**src/hw/rtl/rgbcv_pkg.sv**
```systemverilog
// Shared types and constants for the RGB color vote classifier.
package rgbcv_pkg;

  localparam int WINDOW_BITS    = 16;
  localparam int ROUND_BITS     = 4;
  localparam int CFG_DATA_BITS  = 16;
  localparam int CFG_INDEX_BITS = 1;

  localparam logic [WINDOW_BITS-1:0] WINDOW_TICKS_RESET = 16'd40000;
  localparam logic [ROUND_BITS-1:0]  VOTE_ROUNDS_RESET  = 4'd10;

  // Configuration register indexes.
  localparam logic [CFG_INDEX_BITS-1:0] CFG_WINDOW_TICKS = 1'd0;
  localparam logic [CFG_INDEX_BITS-1:0] CFG_VOTE_ROUNDS  = 1'd1;

  // Input action codes.
  localparam logic ACT_TICK  = 1'b0;
  localparam logic ACT_START = 1'b1;

  typedef enum logic [1:0] {
    PH_RED   = 2'd0,
    PH_GREEN = 2'd1,
    PH_BLUE  = 2'd2
  } phase_t;

  typedef enum logic [1:0] {
    COLOR_RED   = 2'd0,
    COLOR_GREEN = 2'd1,
    COLOR_BLUE  = 2'd2
  } color_t;

  // Control from the window sequencer to the vote tally.
  typedef struct packed {
    logic clear;
    logic finish;
  } tally_ctl_t;

  // Status from the vote tally back to the sequencer.
  typedef struct packed {
    logic   done;
    color_t color;
  } tally_res_t;

endpackage

```
**src/hw/rtl/rgbcv_if.sv**
```systemverilog
// Valid/ready channel interfaces for the classifier's tick and result streams.
interface rgbcv_in_if;
  logic valid;
  logic ready;
  logic action;
  logic pulse_edge;

  modport source (output valid, action, pulse_edge, input ready);
  modport sink   (input valid, action, pulse_edge, output ready);
endinterface

interface rgbcv_out_if;
  logic       valid;
  logic       ready;
  logic       filter_s2;
  logic       filter_s3;
  logic       busy_res;
  logic       done_res;
  logic [1:0] color;

  modport source (output valid, filter_s2, filter_s3, busy_res, done_res, color,
                  input ready);
  modport sink   (input valid, filter_s2, filter_s3, busy_res, done_res, color,
                  output ready);
endinterface

```
**src/hw/rtl/rgbcv_tally.sv**
```systemverilog
// Per-round vote counting and final majority decision.
module rgbcv_tally #(
  parameter int SAMPLE_BITS = 16
) (
  input  logic                              clk,
  input  logic                              rst,
  input  rgbcv_pkg::tally_ctl_t             ctl,
  input  logic [rgbcv_pkg::ROUND_BITS-1:0]  vote_rounds,
  input  logic [SAMPLE_BITS-1:0]            red_sample,
  input  logic [SAMPLE_BITS-1:0]            green_sample,
  input  logic [SAMPLE_BITS-1:0]            blue_sample,
  output rgbcv_pkg::tally_res_t             res
);

  logic [rgbcv_pkg::ROUND_BITS-1:0] red_votes;
  logic [rgbcv_pkg::ROUND_BITS-1:0] green_votes;
  logic [rgbcv_pkg::ROUND_BITS-1:0] blue_votes;
  logic [rgbcv_pkg::ROUND_BITS-1:0] round_count;
  logic [rgbcv_pkg::ROUND_BITS-1:0] red_votes_next;
  logic [rgbcv_pkg::ROUND_BITS-1:0] green_votes_next;
  logic [rgbcv_pkg::ROUND_BITS-1:0] blue_votes_next;
  logic [rgbcv_pkg::ROUND_BITS-1:0] round_count_next;
  logic red_wins;
  logic green_wins;
  logic blue_wins;

  // A vote goes only to a strictly greatest count.
  assign red_wins   = (red_sample > green_sample) && (red_sample > blue_sample);
  assign green_wins = (green_sample > red_sample) && (green_sample > blue_sample);
  assign blue_wins  = (blue_sample > green_sample) && (blue_sample > red_sample);

  always_comb begin
    red_votes_next   = red_votes;
    green_votes_next = green_votes;
    blue_votes_next  = blue_votes;
    if (red_wins) begin
      red_votes_next = red_votes + 1'b1;
    end else if (green_wins) begin
      green_votes_next = green_votes + 1'b1;
    end else if (blue_wins) begin
      blue_votes_next = blue_votes + 1'b1;
    end
    round_count_next = round_count + 1'b1;
  end

  always_comb begin
    res.done = ctl.finish && (round_count_next >= vote_rounds);
    if ((red_votes_next >= green_votes_next) && (red_votes_next >= blue_votes_next)) begin
      res.color = rgbcv_pkg::COLOR_RED;
    end else if (green_votes_next >= blue_votes_next) begin
      res.color = rgbcv_pkg::COLOR_GREEN;
    end else begin
      res.color = rgbcv_pkg::COLOR_BLUE;
    end
  end

  always_ff @(posedge clk) begin
    if (rst || ctl.clear) begin
      red_votes   <= '0;
      green_votes <= '0;
      blue_votes  <= '0;
      round_count <= '0;
    end else if (ctl.finish) begin
      red_votes   <= red_votes_next;
      green_votes <= green_votes_next;
      blue_votes  <= blue_votes_next;
      round_count <= round_count_next;
    end
  end

  // Each finished round adds at most one vote.
  assert property (@(posedge clk) disable iff (rst)
    (ctl.finish && !ctl.clear) |=>
      ($countones({red_votes != $past(red_votes), green_votes != $past(green_votes),
                   blue_votes != $past(blue_votes)}) <= 1))
    else $error("more than one vote added in a round");

  // Done is only reported at the end of a round.
  assert property (@(posedge clk) disable iff (rst) res.done |-> ctl.finish)
    else $error("done without a finished round");

  // Blue is only reported when it has strictly more votes than red and green.
  assert property (@(posedge clk) disable iff (rst)
    (res.color == rgbcv_pkg::COLOR_BLUE) |->
      (blue_votes_next > red_votes_next && blue_votes_next > green_votes_next))
    else $error("blue chosen without a strict majority");

endmodule

```
**src/hw/rtl/rgb_color_vote_classifier.sv**
```systemverilog
// Top level of the RGB color vote classifier for a frequency-output color sensor.
//
// Usage: the items channel carries one transaction per time tick (action = 0)
// with pulse_edge set when the sensor output had a falling edge in that tick,
// or a start request (action = 1). A start while a classification runs is
// ignored. Once started, the block steps the filter selects red, green, blue;
// each filter window lasts window_ticks ticks and its pulse count saturates.
// After each blue window one vote goes to the strictly greatest color, and
// after vote_rounds rounds the color with the most votes is reported with
// done_res (ties resolve to red, then green).
// Every accepted transaction produces exactly one result transaction showing
// the filter selects, busy flag, done flag and color after that step.
// The result is valid in the cycle after input acceptance; throughput is one
// transaction per cycle while the receiver takes each result, set by the single
// registered update of the sequencer state and the result register.
// When the result receiver stalls, the held result stays in the output
// register and items.ready drops until it is taken.
// Synchronous reset returns the block to idle, selects red, clears the last color
// and loads the register defaults (40000 ticks, 10 rounds). Configuration is
// to be written through cfg_we/cfg_index/cfg_data only while idle (unchecked).
module rgb_color_vote_classifier #(
  parameter int PULSE_COUNT_BITS = 16
) (
  input  logic                                 clk,
  input  logic                                 rst,
  input  logic                                 cfg_we,
  input  logic [rgbcv_pkg::CFG_INDEX_BITS-1:0] cfg_index,
  input  logic [rgbcv_pkg::CFG_DATA_BITS-1:0]  cfg_data,
  rgbcv_in_if.sink                             items,
  rgbcv_out_if.source                          results
);

  // Configuration registers.
  logic [rgbcv_pkg::WINDOW_BITS-1:0] window_ticks;
  logic [rgbcv_pkg::ROUND_BITS-1:0]  vote_rounds;

  // Sequencer state.
  logic                              running;
  rgbcv_pkg::phase_t                 phase;
  logic [rgbcv_pkg::WINDOW_BITS-1:0] tick_count;
  logic [PULSE_COUNT_BITS-1:0]       pulse_count;
  logic [PULSE_COUNT_BITS-1:0]       red_sample;
  logic [PULSE_COUNT_BITS-1:0]       green_sample;
  rgbcv_pkg::color_t                 last_color;

  logic                              running_next;
  rgbcv_pkg::phase_t                 phase_next;
  logic [rgbcv_pkg::WINDOW_BITS-1:0] tick_count_next;
  logic [PULSE_COUNT_BITS-1:0]       pulse_count_next;
  rgbcv_pkg::color_t                 last_color_next;

  logic accept;
  logic start;
  logic tick;
  logic window_end;
  logic [rgbcv_pkg::WINDOW_BITS-1:0] tick_inc;
  logic [PULSE_COUNT_BITS-1:0]       pulse_inc;
  logic filter_s2_next;
  logic filter_s3_next;

  rgbcv_pkg::tally_ctl_t tally_ctl;
  rgbcv_pkg::tally_res_t tally_res;

  // The result register frees up whenever the receiver takes its content, so
  // a new tick can enter in the same cycle the previous result leaves.
  assign items.ready = !results.valid || results.ready;
  assign accept      = items.valid && items.ready;
  assign start       = accept && (items.action == rgbcv_pkg::ACT_START) && !running;
  assign tick        = accept && (items.action == rgbcv_pkg::ACT_TICK) && running;

  // Tick counter wraps at 16 bits; a wrapped count also closes the window, and
  // a zero window behaves as one tick, since the first tick already reaches it.
  assign tick_inc   = tick_count + 1'b1;
  assign window_end = tick && ((tick_inc == '0) || (tick_inc >= window_ticks));
  assign pulse_inc  = (items.pulse_edge && !(&pulse_count)) ? pulse_count + 1'b1
                                                            : pulse_count;

  assign tally_ctl.clear  = start;
  assign tally_ctl.finish = window_end && (phase == rgbcv_pkg::PH_BLUE);

  rgbcv_tally #(
    .SAMPLE_BITS (PULSE_COUNT_BITS)
  ) u_tally (
    .clk          (clk),
    .rst          (rst),
    .ctl          (tally_ctl),
    .vote_rounds  (vote_rounds),
    .red_sample   (red_sample),
    .green_sample (green_sample),
    .blue_sample  (pulse_inc),
    .res          (tally_res)
  );

  // Filter phase: next state.
  always_comb begin
    phase_next = phase;
    if (start) begin
      phase_next = rgbcv_pkg::PH_RED;
    end else if (window_end) begin
      case (phase)
        rgbcv_pkg::PH_RED:   phase_next = rgbcv_pkg::PH_GREEN;
        rgbcv_pkg::PH_GREEN: phase_next = rgbcv_pkg::PH_BLUE;
        rgbcv_pkg::PH_BLUE:  phase_next = rgbcv_pkg::PH_RED;
        default:             phase_next = rgbcv_pkg::PH_RED;
      endcase
    end
  end

  // Filter phase: select outputs for the state after this step.
  always_comb begin
    case (phase_next)
      rgbcv_pkg::PH_RED: begin
        filter_s2_next = 1'b0;
        filter_s3_next = 1'b0;
      end
      rgbcv_pkg::PH_GREEN: begin
        filter_s2_next = 1'b1;
        filter_s3_next = 1'b1;
      end
      default: begin
        filter_s2_next = 1'b0;
        filter_s3_next = 1'b1;
      end
    endcase
  end

  // Counters, run flag and reported color.
  always_comb begin
    running_next     = running;
    tick_count_next  = tick_count;
    pulse_count_next = pulse_count;
    last_color_next  = last_color;
    if (start) begin
      running_next     = 1'b1;
      tick_count_next  = '0;
      pulse_count_next = '0;
    end else if (tick) begin
      if (window_end) begin
        tick_count_next  = '0;
        pulse_count_next = '0;
      end else begin
        tick_count_next  = tick_inc;
        pulse_count_next = pulse_inc;
      end
      if (tally_res.done) begin
        running_next    = 1'b0;
        last_color_next = tally_res.color;
      end
    end
  end

  always_ff @(posedge clk) begin
    if (rst) begin
      window_ticks <= rgbcv_pkg::WINDOW_TICKS_RESET;
      vote_rounds  <= rgbcv_pkg::VOTE_ROUNDS_RESET;
    end else if (cfg_we) begin
      case (cfg_index)
        rgbcv_pkg::CFG_WINDOW_TICKS: window_ticks <= cfg_data[rgbcv_pkg::WINDOW_BITS-1:0];
        rgbcv_pkg::CFG_VOTE_ROUNDS:  vote_rounds  <= cfg_data[rgbcv_pkg::ROUND_BITS-1:0];
        default: ;
      endcase
    end
  end

  always_ff @(posedge clk) begin
    if (rst) begin
      running      <= 1'b0;
      phase        <= rgbcv_pkg::PH_RED;
      tick_count   <= '0;
      pulse_count  <= '0;
      red_sample   <= '0;
      green_sample <= '0;
      last_color   <= rgbcv_pkg::COLOR_RED;
    end else begin
      running     <= running_next;
      phase       <= phase_next;
      tick_count  <= tick_count_next;
      pulse_count <= pulse_count_next;
      last_color  <= last_color_next;
      if (window_end && (phase == rgbcv_pkg::PH_RED)) begin
        red_sample <= pulse_inc;
      end
      if (window_end && (phase == rgbcv_pkg::PH_GREEN)) begin
        green_sample <= pulse_inc;
      end
    end
  end

  // Result register.
  always_ff @(posedge clk) begin
    if (rst) begin
      results.valid <= 1'b0;
    end else if (accept) begin
      results.valid <= 1'b1;
    end else if (results.ready) begin
      results.valid <= 1'b0;
    end
  end

  always_ff @(posedge clk) begin
    if (accept) begin
      results.filter_s2 <= filter_s2_next;
      results.filter_s3 <= filter_s3_next;
      results.busy_res  <= running_next;
      results.done_res  <= tally_res.done && tick;
      results.color     <= last_color_next;
    end
  end

  // A finished classification is never reported as still busy.
  assert property (@(posedge clk) disable iff (rst)
    (results.valid && results.done_res) |-> !results.busy_res)
    else $error("done reported while busy");

  // The filter selects rest on red whenever no classification runs.
  assert property (@(posedge clk) disable iff (rst)
    !running |-> (phase == rgbcv_pkg::PH_RED))
    else $error("phase not red while idle");

  // An accepted start while idle always begins a classification.
  assert property (@(posedge clk) disable iff (rst) start |=> running)
    else $error("start did not begin a classification");

  // A stalled result blocks further input.
  assert property (@(posedge clk) disable iff (rst)
    (results.valid && !results.ready) |-> !items.ready)
    else $error("input accepted while result stalled");

endmodule
```
**src/flat_wrapper.sv**
```systemverilog
// flat-port wrapper written by rule: the top's interface ports become plain ports
module rgb_color_vote_classifier_flat 
#(
  parameter int PULSE_COUNT_BITS = 16
)
  (clk, rst, cfg_we, cfg_index, cfg_data, items_valid, items_action, items_pulse_edge, items_ready, results_valid, results_filter_s2, results_filter_s3, results_busy_res, results_done_res, results_color, results_ready);
  rgbcv_in_if items_i ();
  rgbcv_out_if results_i ();
  input  logic clk;
  input  logic rst;
  input  logic cfg_we;
  input  logic [rgbcv_pkg::CFG_INDEX_BITS-1:0] cfg_index;
  input  logic [rgbcv_pkg::CFG_DATA_BITS-1:0] cfg_data;
  input wire logic [$bits(items_i.valid)-1:0] items_valid;
  input wire logic [$bits(items_i.action)-1:0] items_action;
  input wire logic [$bits(items_i.pulse_edge)-1:0] items_pulse_edge;
  output wire logic [$bits(items_i.ready)-1:0] items_ready;
  output wire logic [$bits(results_i.valid)-1:0] results_valid;
  output wire logic [$bits(results_i.filter_s2)-1:0] results_filter_s2;
  output wire logic [$bits(results_i.filter_s3)-1:0] results_filter_s3;
  output wire logic [$bits(results_i.busy_res)-1:0] results_busy_res;
  output wire logic [$bits(results_i.done_res)-1:0] results_done_res;
  output wire logic [$bits(results_i.color)-1:0] results_color;
  input wire logic [$bits(results_i.ready)-1:0] results_ready;
  assign items_i.valid = items_valid;
  assign items_i.action = items_action;
  assign items_i.pulse_edge = items_pulse_edge;
  assign items_ready = items_i.ready;
  assign results_valid = results_i.valid;
  assign results_filter_s2 = results_i.filter_s2;
  assign results_filter_s3 = results_i.filter_s3;
  assign results_busy_res = results_i.busy_res;
  assign results_done_res = results_i.done_res;
  assign results_color = results_i.color;
  assign results_i.ready = results_ready;
  rgb_color_vote_classifier #(.PULSE_COUNT_BITS(PULSE_COUNT_BITS)) u_core (.clk(clk), .rst(rst), .cfg_we(cfg_we), .cfg_index(cfg_index), .cfg_data(cfg_data), .items(items_i), .results(results_i));
endmodule
```
**config.mk**
```make
export PLATFORM = sky130hd
export DESIGN_NAME = rgb_color_vote_classifier_flat
export DESIGN_NICKNAME = d
export VERILOG_FILES = /design/src/hw/rtl/rgbcv_pkg.sv /design/src/hw/rtl/rgbcv_if.sv /design/src/hw/rtl/rgbcv_tally.sv /design/src/hw/rtl/rgb_color_vote_classifier.sv /design/src/flat_wrapper.sv
export SDC_FILE = /design/constraint.sdc
export NUM_CORES = 1
export LEC_CHECK = 0
export BUFFER_PORTS_ARGS = -buffer_cell sky130_fd_sc_hd__buf_2
export CAP_MARGIN = 30
export CORE_ASPECT_RATIO = 0.9
export CORE_MARGIN = 8
export CORE_UTILIZATION = 63
export DETAILED_ROUTE_END_ITERATION = 8
export GPL_ROUTABILITY_DRIVEN = 0
export GPL_TIMING_DRIVEN = 0
export PLACE_DENSITY = 0.81
export SLEW_MARGIN = 0
export SYNTH_ARGS = -nofsm -noshare
export SYNTH_HDL_FRONTEND = slang
export SYNTH_SLANG_ARGS = --single-unit
```
**constraint.sdc**
```tcl
create_clock -name clk -period 6.89 [get_ports clk]
set_clock_uncertainty 0.05 [all_clocks]
set_input_delay 1.378 -clock clk [delete_from_list [all_inputs] [get_ports clk]]
set_output_delay 1.378 -clock clk [all_outputs]
set_load 0.005 [all_outputs]
```
* Yosys cells after proc, flatten, opt, wreduce, memory -nomap -nowiden
Index checks and enable logic that the tools add are counted.
** Cells by class
- Add/subtract/negate cells :: 6
- Multiply operators :: 0
- Div/mod/pow operators :: 0
- Magnitude comparators :: 11
- Eq/ne operators :: 3
- Shifts and indexed selects :: 0
- Mux-type cells :: 24
- Bitwise logic cells :: 2
- Reduce and logical (&&, ||, !) cells :: 30
** Operators with widths (number)
- $gt 16x16->1 :: 6
- $mux 16 :: 3
- $add 16x1->16 const B :: 2
- $mux 4 :: 6
- $add 4x1->4 const B :: 4
- $ge 16x16->1 :: 1
- $ge 4x4->1 :: 4
- $logic_and 1x1->1 :: 16
- $logic_not 16->1 :: 1
- $reduce_and 16->1 :: 1
- $mux 2 :: 7
- $mux 1 :: 7
- $eq 2x1->1 const B :: 2
- $logic_not 2->1 :: 2
- $pmux 2 s2 :: 1
- $reduce_and 2->1 :: 2
- $logic_not 1->1 :: 3
- $logic_or 1x1->1 :: 3
- $eq 2x2->1 const B :: 1
- $not 1->1 :: 2
- $reduce_bool 2->1 :: 1
- $reduce_or 2->1 :: 1
** Word-level totals
- Register bits after elaboration :: 112
- Bits in latches :: 0
- RAM bits :: 0
- Bits in read-only memories :: 0
- Input bits :: 24
- Memories kept :: 0

* Depth between registers and ports, before layout
Gate-level depths: netlist of the first run.
- Depth after elaboration :: 15
- Mapped depth :: 24
- Mapped depth without buffers :: 23

* Hierarchy
From an unflattened synthesis of the first run, not the netlist that was laid out.
** Unflattened totals
- Cell total of the unflattened synthesis :: 866
- Area total of the unflattened synthesis :: 7574.8 um^2
** By module, submodules not included
- rgb_color_vote_classifier :: times used 1, cells each 549, area each 5044.8 um^2, seq. area each 1981.9 um^2
- rgbcv_tally :: times used 1, cells each 317, area each 2529.9 um^2, seq. area each 320.3 um^2

* Worst setup path after synthesis of the first run
Ideal clock, no wire load.
- Kind :: input port to flip-flop
- Start :: input items_pulse_edge
- End :: register u_core.results.color[0], data pin
- Data arrival time :: 5.407 ns
- Required time :: 6.580 ns
- Slack :: 1.173 ns
- Stages :: 19
- Buffers on the path :: 1
- Path through :: nand4_1 nor3b_1 and3_1 xor2_1 ha_1 nand4_1 nor2_1 o2bb2ai_1 a2111oi_0 or4_1 clkbuf_1 xnor2_1 ha_1 nand2b_1 a21o_1 a21o_1 a21oi_1 nor2_1 mux2_4
** On the way
- Longest elaborated chain between the ends :: 13
- Elaborated cells on any way between the ends :: 24
- Classes of those cells :: 7 x order compare; 12 x mux; 5 x reduce/logical
** RTL lines
- from (decl) :: RTL line flat_wrapper.sv:16 : input wire logic [$bits(items_i.pulse_edge)-1:0] items_pulse_edge;
- $logic_and 1x1->1 (*) :: RTL line rgb_color_vote_classifier.sv:75 : assign pulse_inc = (items.pulse_edge && !(&pulse_count)) ? pulse_count + 1'b1
- $mux 16 (*) :: RTL line rgb_color_vote_classifier.sv:75
- via u_core.pulse_inc[13] :: RTL line rgb_color_vote_classifier.sv:57 : logic [PULSE_COUNT_BITS-1:0] pulse_inc;
- $gt 16x16->1 :: RTL line rgbcv_tally.sv:30 : assign blue_wins = (blue_sample > green_sample) && (blue_sample > red_sample);
- $logic_and 1x1->1 :: RTL line rgbcv_tally.sv:30
- $mux 4 :: RTL line rgbcv_tally.sv:40 : end else if (blue_wins) begin
- $mux 4 :: RTL line rgbcv_tally.sv:38 : end else if (green_wins) begin
- $mux 4 (*) :: RTL line rgbcv_tally.sv:36 : if (red_wins) begin
- via u_core.u_tally.blue_votes_next (one bit) :: RTL line rgbcv_tally.sv:21 : logic [rgbcv_pkg::ROUND_BITS-1:0] blue_votes_next;
- $ge 4x4->1, on equally long branches :: RTL line rgbcv_tally.sv:50, rgbcv_tally.sv:48
- $mux 2 or $logic_and 1x1->1 (tied branches) :: RTL line rgbcv_tally.sv:50, rgbcv_tally.sv:48
- $mux 2 (*) :: RTL line rgbcv_tally.sv:48 : if ((red_votes_next >= green_votes_next) && (red_votes_next >= blue_votes_next)) begin
- $mux 2 (*) :: RTL line rgb_color_vote_classifier.sv:145 : if (tally_res.done) begin
- $mux 2 (*) :: RTL line rgb_color_vote_classifier.sv:137 : end else if (tick) begin
- $mux 2 (*) :: RTL line rgb_color_vote_classifier.sv:133 : if (start) begin
- via u_core.last_color_next[0] :: RTL line rgb_color_vote_classifier.sv:50 : rgbcv_pkg::color_t last_color_next;
- to (signal assigned) :: RTL line rgb_color_vote_classifier.sv:206 : results.color <= last_color_next;
- to (decl) :: RTL line rgbcv_if.sv:21 : modport source (output valid, filter_s2, filter_s3, busy_res, done_res, color,
Mark *: on every way through the listed nets, which the timed path passes. The rest lies on a longest branch.
A chain may end at the register's enable or synchronous reset.

* Worst setup path in the final report of the first run
- Start :: input items_pulse_edge
- End :: register u_core.last_color[0]
** On the way
- Longest elaborated chain between the ends :: 13
- Elaborated cells on any way between the ends :: 24
- Classes of those cells :: 7 x order compare; 12 x mux; 5 x reduce/logical
** RTL lines
- $logic_and 1x1->1 (*) :: RTL line rgb_color_vote_classifier.sv:75
- $mux 16 (*) :: RTL line rgb_color_vote_classifier.sv:75
- via u_core.pulse_inc[13] :: RTL line rgb_color_vote_classifier.sv:57
- $gt 16x16->1 :: RTL line rgbcv_tally.sv:30
- $logic_and 1x1->1 :: RTL line rgbcv_tally.sv:30
- $mux 4 :: RTL line rgbcv_tally.sv:40
- $mux 4 :: RTL line rgbcv_tally.sv:38
- $mux 4 (*) :: RTL line rgbcv_tally.sv:36
- via u_core.u_tally.blue_votes_next (one bit) :: RTL line rgbcv_tally.sv:21
- $ge 4x4->1, on equally long branches :: RTL line rgbcv_tally.sv:50, rgbcv_tally.sv:48
- $mux 2 or $logic_and 1x1->1 (tied branches) :: RTL line rgbcv_tally.sv:50, rgbcv_tally.sv:48
- $mux 2 (*) :: RTL line rgbcv_tally.sv:48
- $mux 2 (*) :: RTL line rgb_color_vote_classifier.sv:145
- $mux 2 (*) :: RTL line rgb_color_vote_classifier.sv:137
- $mux 2 (*) :: RTL line rgb_color_vote_classifier.sv:133
- to (signal assigned) :: RTL line rgb_color_vote_classifier.sv:173 : last_color <= rgbcv_pkg::COLOR_RED;
- to (signal assigned) :: RTL line rgb_color_vote_classifier.sv:179 : last_color <= last_color_next;
- to (decl) :: RTL line rgb_color_vote_classifier.sv:44 : rgbcv_pkg::color_t last_color;
Marks and branches as above.

==> out/metrics.cfg, run 1 <==
[clock_tree]
tritoncts_clock_tree=built
clk-insertion-delay-late_ps=360
clk_pin_slew_ps=80
cts_sinks=112
tritoncts.num_buffers=9
cts_hold_repair.buffers=0
cts_repair_resize_count=0
ctsHtreeMaxLevel=3
clockBufferDepth=2
cts_root_buffer=sky130_fd_sc_hd__clkbuf_16
postCtsSetupBuffers=0

[power]
cellLeakagePower_nw=3.36
power.combinational.fraction_pct=6.1
power_frac_seq_pct=47.8
netSwitchingPower_mw=0.311
cell_internal_pwr_mw=1.08
design_power_total_mw=1.39
power_density_nw_per_um2=167
pwr-share-clk_pct=46.1
power.ir.vdd_worst_v=0.000217
netSwitchingFraction_pct=22.3

[die]
io-pin-count=32
floorplan.rows=38
dieWidth_microns=132
die_area_sq_um=15900
initial_utilization_pct=63.9
die_height_microns=120
fp.coreArea_sq_um=11900

[yosys]
netlist.top_cell.by_area=sky130_fd_sc_hd__dfxtp_1
synth_cells=936
synthesis.nets=1047
synthDistinctLibCells=66
proportion_of_synthesized_flip_flops_having_asynchronous_set_or_reset_pct=0
ys_warn_count=0
synth-edff-count=6
seq_area_frac_synth_pct=30.2
number_of_flip_flops_and_latches_in_the_synthesized_netlist=112
synth_top_cell_area_share_pct=27.8
netlist_area_sq_um=7630
syn_avg_cell_area_sq_um=8.15
synth_top_flop_cell=sky130_fd_sc_hd__dfxtp_1
area_contributors_post_synth=sky130_fd_sc_hd__dfxtp_1 (28%), sky130_fd_sc_hd__ha_1 (14%), sky130_fd_sc_hd__nand2_1 (5.9%), sky130_fd_sc_hd__a21oi_1 (4.3%), sky130_fd_sc_hd__inv_1 (3.5%)

[detailed_routing]
post_drt_via_cell_ratio=6.19
first_pass_iters=6
postRouteWirelength_mm=19.6
drt_first_iter_violations=574
wl_per_cell_microns=17.1
drt.antenna.violating_nets=0
post-route-drc-count=0
routed-via-count=7072

[worst_setup_path]
timing.critical_path.from_type=input port
crit_path_max_incr_delay_ps=580
worstPathRequired_ps=7130
cpLargestDelayFamily=simple AND/OR/NAND/NOR gates
worstPathCellList=buf_2 -> nand4_1 -> nor3b_1 -> and3_1 -> xor2_1 -> ha_1 -> nand4_1 -> nor4_1 -> a2111oi_0 -> or4_1 -> clkbuf_1 -> xnor2_1 -> ha_1 -> nand2b_1 -> a21o_1 -> a21o_1 -> a21oi_1 -> nor2_1 -> or3_1 -> mux2i_1
setup.worst_path.end_class=flop
worst-path-buf-inv=2
slowest_stage=sky130_fd_sc_hd__or4_1
crit_path_max_fanout=7
critical_path_arrival_ps=6580
timing_worst_setup_path_type=in -> reg

[timing]
setup_slack_ps=551
timing.fmax_mhz=158
period_utilization_pct=92.0
timing.hold.ws_ps=404
grt_setup_unrepaired=no
min_period_ps=6340
slew_viol_final=0
finalSetupViolCount=0
totalNegativeSetupSlack_ps=0
worst_pin_slew_ps=1040
max_slew_margin_pct=29.9
final-hold-violation-count=0

[layout]
final.fill_count=1004
layout.cells.most_common=sky130_fd_sc_hd__nand2_1
antenna_cells_inserted=0
core_occupancy_in_the_finished_layout_pct=69.9
finish.net_count=1089
layout_cells_sized_above_1_pct=9.46
synthToLayoutAreaGrowth_pct=9.36
layout.cells.most_common_list=sky130_fd_sc_hd__nand2_1 (119), sky130_fd_sc_hd__dfxtp_1 (106), sky130_fd_sc_hd__ha_1 (87)
postLayoutCellArea_sq_um=8350
finalNonFillerCells=1143

[flow_run]
max_cap_viol_count=0

[global_routing]
groute.layer.met1.usage_pct=30.5
first_global_vias=6600
grt.met2_usage_pct=40.3
global_route_wire_length_before_repair_mm=32.1
top_usage_layer=met2
grt_util_all_layers_pct=24.4
met3_usage_pct=6.26
globalRoute.totalOverflow=0
pin_count_of_the_biggest_net_entering_global_routing=18
grt_antenna_before_repair=0

[hold_path]
timing.hold.worst.class=reg -> reg

[place]
placed_cells_incl_taps=1127
dp_hpwl_mm=14.6
pre_cts_ws_ps=310
postPlaceCellArea_sq_um=7990
io_buffers=30

[outcome]
run_status=finished, final reports clean

## kinds of logic (layout without fill, tap and decap cells)
group           after synthesis  in the layout  synth area share [%]
flops                       112            112                  30.2
simple gates                343            343                  22.3
fa+ha+maj                    87             87                  14.3
mux                          25             25                  3.44
compound gates              207            207                  19.0
xor+xnor                     36             36                  4.13
buf+inv                     126            173                  6.74
## Yosys cell counts (all sizes together) (21+ instances only)
| library cell | n |
|---|---|
| nand2 | 119 |
| dfxtp | 106 |
| ha | 87 |
| inv | 71 |
| a21oi | 67 |
| nor2 | 55 |
| nand3 | 46 |
| clkbuf | 35 |
| nand4 | 34 |
| o211ai | 26 |
| o21ai | 25 |
| a221oi | 24 |
| mux2i | 21 |
## state kept, by name, summed over array words and instances, names as in the netlist, 4 cells and up
register and count:
u_core.green_sample 16, u_core.pulse_count 16, u_core.red_sample 16, u_core.tick_count 16, u_core.window_ticks 16, u_core.u_tally.blue_votes 4, u_core.u_tally.green_votes 4, u_core.u_tally.red_votes 4
u_core.u_tally.round_count 4, u_core.vote_rounds 4
## layer usage
layer	share of wire [%]	routed length, microns
met1	44	8550
met2	46	9060
met3	7.7	1500
met4	2.2	438
met5	0	0
## cell type report
type                       instances  area, sq um  share of cell area (%)
tap                              160          200                    2.40
multi-input combinational        698         4810                    57.7
clock inverter                     6          131                    1.57
inverter                          71          267                    3.19
clock buffer                      10          229                    2.74
buffer                            55          248                    2.97
sequential                       112         2300                    27.6
timing repair buffer              31          154                    1.84
## worst register-to-register path: stages (launching register included)
cell                       delay [ps]
sky130_fd_sc_hd__dfxtp_1          450
sky130_fd_sc_hd__ha_1             220
sky130_fd_sc_hd__and2_1           200
sky130_fd_sc_hd__nand4_1          180
sky130_fd_sc_hd__o211ai_1         490
sky130_fd_sc_hd__nor2_1           120
sky130_fd_sc_hd__xnor2_1          470
sky130_fd_sc_hd__inv_1            200
sky130_fd_sc_hd__ha_1             350
sky130_fd_sc_hd__nand4_1          190
sky130_fd_sc_hd__a2111o_1         430
sky130_fd_sc_hd__and3_1           180
sky130_fd_sc_hd__or4_1            560
sky130_fd_sc_hd__clkbuf_1         230
sky130_fd_sc_hd__xnor2_1          260
sky130_fd_sc_hd__ha_1             260
sky130_fd_sc_hd__nand2b_1         130
sky130_fd_sc_hd__a21o_1           180
sky130_fd_sc_hd__a21o_1           170
sky130_fd_sc_hd__a21oi_1          190
sky130_fd_sc_hd__nor2_1           100
sky130_fd_sc_hd__or3_1            360
sky130_fd_sc_hd__mux2i_1          150
## power by group through the flow
stage / combinational, mW / clock (mW) / sequential [mW]
2_1_floorplan: 0.0534 / 0 / 0.680
3_3_place_gp: 0.0814 / 0 / 0.681
3_5_place_dp: 0.0838 / 0 / 0.681
4_1_cts: 0.0846 / 0.644 / 0.666
5_1_grt: 0.0940 / 0.666 / 0.667
6_report: 0.0853 / 0.641 / 0.666
## final timing paths
path,start,cells past startpoint,endpoint,slack (ps)
min,u_core.window_ticks[8]$_SDFFE_PP0P_,2,u_core.window_ticks[8]$_SDFFE_PP0P_,400
min reg2reg,u_core.window_ticks[8]$_SDFFE_PP0P_,2,u_core.window_ticks[8]$_SDFFE_PP0P_,400
max reg2reg,u_core.pulse_count[0]$_SDFFE_PP0P_,22,u_core.last_color[0]$_SDFF_PP0_,710
max,items_pulse_edge,20,u_core.last_color[0]$_SDFF_PP0_,550
No activity file was read; power rests on OpenSTA's default activity.
==> run 2, diff against run 1 <==
- SYNTH_HIERARCHICAL: not set -> 1
==> out/metrics.cfg, run 2 <==
[outcome]
run_status=finished, final reports clean  ; unchanged

[die]
fp.coreArea_sq_um=11900  ; about the same
dieWidth_microns=132  ; about the same
floorplan.rows=38  ; unchanged
die_height_microns=120  ; about the same
die_area_sq_um=15800  ; was 15900 sq um
initial_utilization_pct=63.7  ; was 63.9%
io-pin-count=32  ; unchanged

[power]
design_power_total_mw=1.23  ; was 1.39 mW
power_density_nw_per_um2=150  ; was 167 nW/um^2
cellLeakagePower_nw=3.48  ; was 3.36 nW
power.ir.vdd_worst_v=0.000144  ; was 0.000217 V

[place]
placed_cells_incl_taps=1058  ; was 1127
io_buffers=31  ; was 30
dp_hpwl_mm=12.4  ; was 14.6 mm

[timing]
final-hold-violation-count=0  ; unchanged
timing.fmax_mhz=171  ; was 158 MHz
slew_viol_final=0  ; unchanged
timing.hold.ws_ps=408  ; was 404 ps
grt_setup_unrepaired=no  ; unchanged
max_slew_margin_pct=48.0  ; was 29.9%
period_utilization_pct=84.8  ; was 92.0%
min_period_ps=5840  ; was 6340 ps
worst_pin_slew_ps=776  ; was 1040 ps
totalNegativeSetupSlack_ps=0  ; unchanged
finalSetupViolCount=0  ; unchanged

[global_routing]
global_route_wire_length_before_repair_mm=27.5  ; was 32.1 mm
first_global_vias=5774  ; was 6600
grt_util_all_layers_pct=20.9  ; was 24.4%
globalRoute.totalOverflow=0  ; unchanged
pin_count_of_the_biggest_net_entering_global_routing=19  ; was 18
grt_antenna_before_repair=0  ; unchanged

[hold_path]
timing.hold.worst.class=reg -> reg  ; unchanged
timing.hold.worst.start=u_core/window_ticks[4]$_SDFFE_PP0P_  ; was u_core.window_ticks[8]$_SDFFE_PP0P_

[worst_setup_path]
minimum_setup_slack_among_reg_to_reg_paths_ps=1160  ; was 710 ps
critical_path_cell_count=19  ; was 20
crit-reg2reg-capture=u_core/results.color[0]$_DFFE_PP_  ; was u_core.last_color[0]$_SDFF_PP0_
crit_path_max_fanout=7  ; unchanged
worstPathRequired_ps=6940  ; was 7130 ps
crit_path_max_incr_delay_ps=530  ; was 580 ps
critical_path_arrival_ps=5900  ; was 6580 ps
worstPathCellList=buf_2 -> o31ai_4 -> nor2_1 -> nand3_1 -> xnor2_1 -> ha_1 -> nand4_1 -> nor4_1 -> o21ai_0 -> and3_1 -> clkbuf_1 -> nand2_1 -> mux2_2 -> ha_1 -> a21o_1 -> a21o_1 -> a21oi_1 -> nor2_1 -> mux2_2  ; was buf_2 -> nand4_1 -> nor3b_1 -> and3_1 -> xor2_1 -> ha_1 -> nand4_1 -> nor4_1 -> a2111oi_0 -> or4_1 -> clkbuf_1 -> xnor2_1 -> ha_1 -> nand2b_1 -> a21o_1 -> a21o_1 -> a21oi_1 -> nor2_1 -> or3_1 -> mux2i_1
cp-endpoint=u_core/results.color[0]$_DFFE_PP_  ; was u_core.last_color[0]$_SDFF_PP0_
worst_r2r_startpoint=u_core/pulse_count[4]$_SDFFE_PP0P_  ; was u_core.pulse_count[0]$_SDFFE_PP0P_
critical_path.startpoint=items_pulse_edge  ; unchanged
timing_worst_setup_path_type=in -> reg  ; unchanged
timing.critical_path.from_type=input port  ; unchanged
cpLargestDelayFamily=simple AND/OR/NAND/NOR gates  ; unchanged
count_of_cells_along_the_worst_register_to_register_path=20  ; was 22
slowest_stage=sky130_fd_sc_hd__xnor2_1  ; was sky130_fd_sc_hd__or4_1
setup.worst_path.end_class=flop  ; unchanged
worst-path-buf-inv=2  ; unchanged

[layout]
area_of_the_multi_input_gates_sq_um=4770  ; was 4810 sq um
finish.net_count=1020  ; was 1089
final.fill_count=983  ; was 1004
layout.cells.most_common=sky130_fd_sc_hd__dfxtp_1  ; was sky130_fd_sc_hd__nand2_1
layout_cells_sized_above_1_pct=10.9  ; was 9.46%
core_occupancy_in_the_finished_layout_pct=69.0  ; was 69.9%
regArea_sq_um=2300  ; unchanged
layout.cells.most_common_list=sky130_fd_sc_hd__dfxtp_1 (106), sky130_fd_sc_hd__ha_1 (87), sky130_fd_sc_hd__nand2_1 (82)  ; was sky130_fd_sc_hd__nand2_1 (119), sky130_fd_sc_hd__dfxtp_1 (106), sky130_fd_sc_hd__ha_1 (87)
finalNonFillerCells=1074  ; was 1143
synthToLayoutAreaGrowth_pct=8.29  ; was 9.36%
antenna_cells_inserted=0  ; unchanged

[yosys]
synth_cells=866  ; was 936
proportion_of_synthesized_flip_flops_having_asynchronous_set_or_reset_pct=0  ; unchanged
area_contributors_post_synth=sky130_fd_sc_hd__dfxtp_1 (28%), sky130_fd_sc_hd__ha_1 (14%), sky130_fd_sc_hd__mux2i_1 (5.7%), sky130_fd_sc_hd__nand2_1 (4.1%), sky130_fd_sc_hd__nor2_1 (3.6%)  ; was sky130_fd_sc_hd__dfxtp_1 (28%), sky130_fd_sc_hd__ha_1 (14%), sky130_fd_sc_hd__nand2_1 (5.9%), sky130_fd_sc_hd__a21oi_1 (4.3%), sky130_fd_sc_hd__inv_1 (3.5%)
seq_area_frac_synth_pct=30.4  ; was 30.2%
post-synth-top-count-cell=sky130_fd_sc_hd__dfxtp_1  ; was sky130_fd_sc_hd__nand2_1
netlist_area_sq_um=7570  ; was 7630 sq um
synth_top_cell_area_share_pct=28.0  ; was 27.8%
synthesis.nets=977  ; was 1047
number_of_flip_flops_and_latches_in_the_synthesized_netlist=112  ; unchanged
netlist.top_cell.by_area=sky130_fd_sc_hd__dfxtp_1  ; unchanged
synth_top_flop_cell=sky130_fd_sc_hd__dfxtp_1  ; unchanged
synth-edff-count=6  ; unchanged
syn_avg_cell_area_sq_um=8.75  ; was 8.15 sq um
ys_warn_count=6  ; was 0
most_frequent_cells_after_synthesis=sky130_fd_sc_hd__dfxtp_1 (106), sky130_fd_sc_hd__ha_1 (87), sky130_fd_sc_hd__nand2_1 (82)  ; was sky130_fd_sc_hd__nand2_1 (119), sky130_fd_sc_hd__dfxtp_1 (106), sky130_fd_sc_hd__ha_1 (87)
synthDistinctLibCells=75  ; was 66

[detailed_routing]
post-route-drc-count=0  ; unchanged
postRouteWirelength_mm=16.6  ; was 19.6 mm
drt.antenna.violating_nets=0  ; unchanged
post_drt_via_cell_ratio=5.66  ; was 6.19
first_pass_iters=5  ; was 6
drt_first_iter_violations=377  ; was 574
wl_per_cell_microns=15.4  ; was 17.1 microns
routed-via-count=6076  ; was 7072

[clock_tree]
clk-insertion-delay-late_ps=350  ; was 360 ps
cts_root_buffer=sky130_fd_sc_hd__clkbuf_16  ; unchanged
ctsHtreeMaxLevel=3  ; unchanged
tritoncts.num_buffers=9  ; unchanged
clk_pin_slew_ps=70  ; was 80 ps
tritoncts_clock_tree=built  ; unchanged
cts_hold_repair.buffers=0  ; unchanged
cts_sinks=112  ; unchanged
clockBufferDepth=2  ; unchanged
cts_repair_resize_count=0  ; unchanged
postCtsSetupBuffers=0  ; unchanged

[flow_run]
max_cap_viol_count=0  ; unchanged

==> run 2: where the power goes <==
group	internal [mW]	switching, mW	leakage [nW]
clock network	0.246	0.238	0.129
logic	0.0309	0.0505	2.44
registers	0.661	0.00399	0.918
==> run 2: worst min-delay path, delay by kind of cell (launching register included) <==
kind / cells / cell delay, ps
and+or+nand+nor: 1 / 50
DFF: 1 / 310
AOI/OAI and AO/OA: 1 / 50
==> run 2: area by class of cell <==
type	count	area share (%)
buffer	41	3.46
clock buffer	11	2.84
clock inverter	5	0.427
inverter	59	2.70
multi-input combinational	654	58.1
sequential	112	28.1
tap	160	2.44
timing repair buffer	32	1.95
==> run 2: worst min-delay path by stage <==
| stage | endpoint | depth (start not counted) |
|---|---|---|
| CTS | u_core/window_ticks[4]$_SDFFE_PP0P_ | 2 |
| finish | u_core/window_ticks[4]$_SDFFE_PP0P_ | 2 |
| floorplan | u_core/vote_rounds[1]$_SDFFE_PP1P_ | 1 |
| detailed placement | u_core/window_ticks[4]$_SDFFE_PP0P_ | 2 |
| global route | u_core/window_ticks[4]$_SDFFE_PP0P_ | 2 |
| global placement | u_core/window_ticks[4]$_SDFFE_PP0P_ | 2 |
==> run 2: metal layers <==
layer | part of all wire, % | vias up | GRT usage [%]
met5 | 0 | - | 0
met3 | 2.8 | 21 | 4.59
met1 | 49 | 2849 | 26.6
met4 | 1.2 | 0 | 5.16
li1 | - | 3113 | -
met2 | 47 | 93 | 35.3
==> run 2: per-stage QoR <==
stage / area [sq um] / worst slack (ps)
after CTS: 8200 / 1160
after floorplan: 7570 / 1790
after global routing: 8200 / 815
after global placement: 7930 / 900
after detailed placement: 7940 / 802
final: 8200 / 1050
==> run 2: cell families (layout without fill, tap and decap cells) <==
kind of cell	Yosys count	in the layout	synth area share, %
and+or+nand+nor	320	320	22.0
AOI/OAI and AO/OA	145	145	13.8
DFF	112	112	30.4
buffers and inverters	100	148	6.67
adders and majority gates	87	87	14.4
xor gates and xnor gates	52	52	6.01
muxes	50	50	6.77
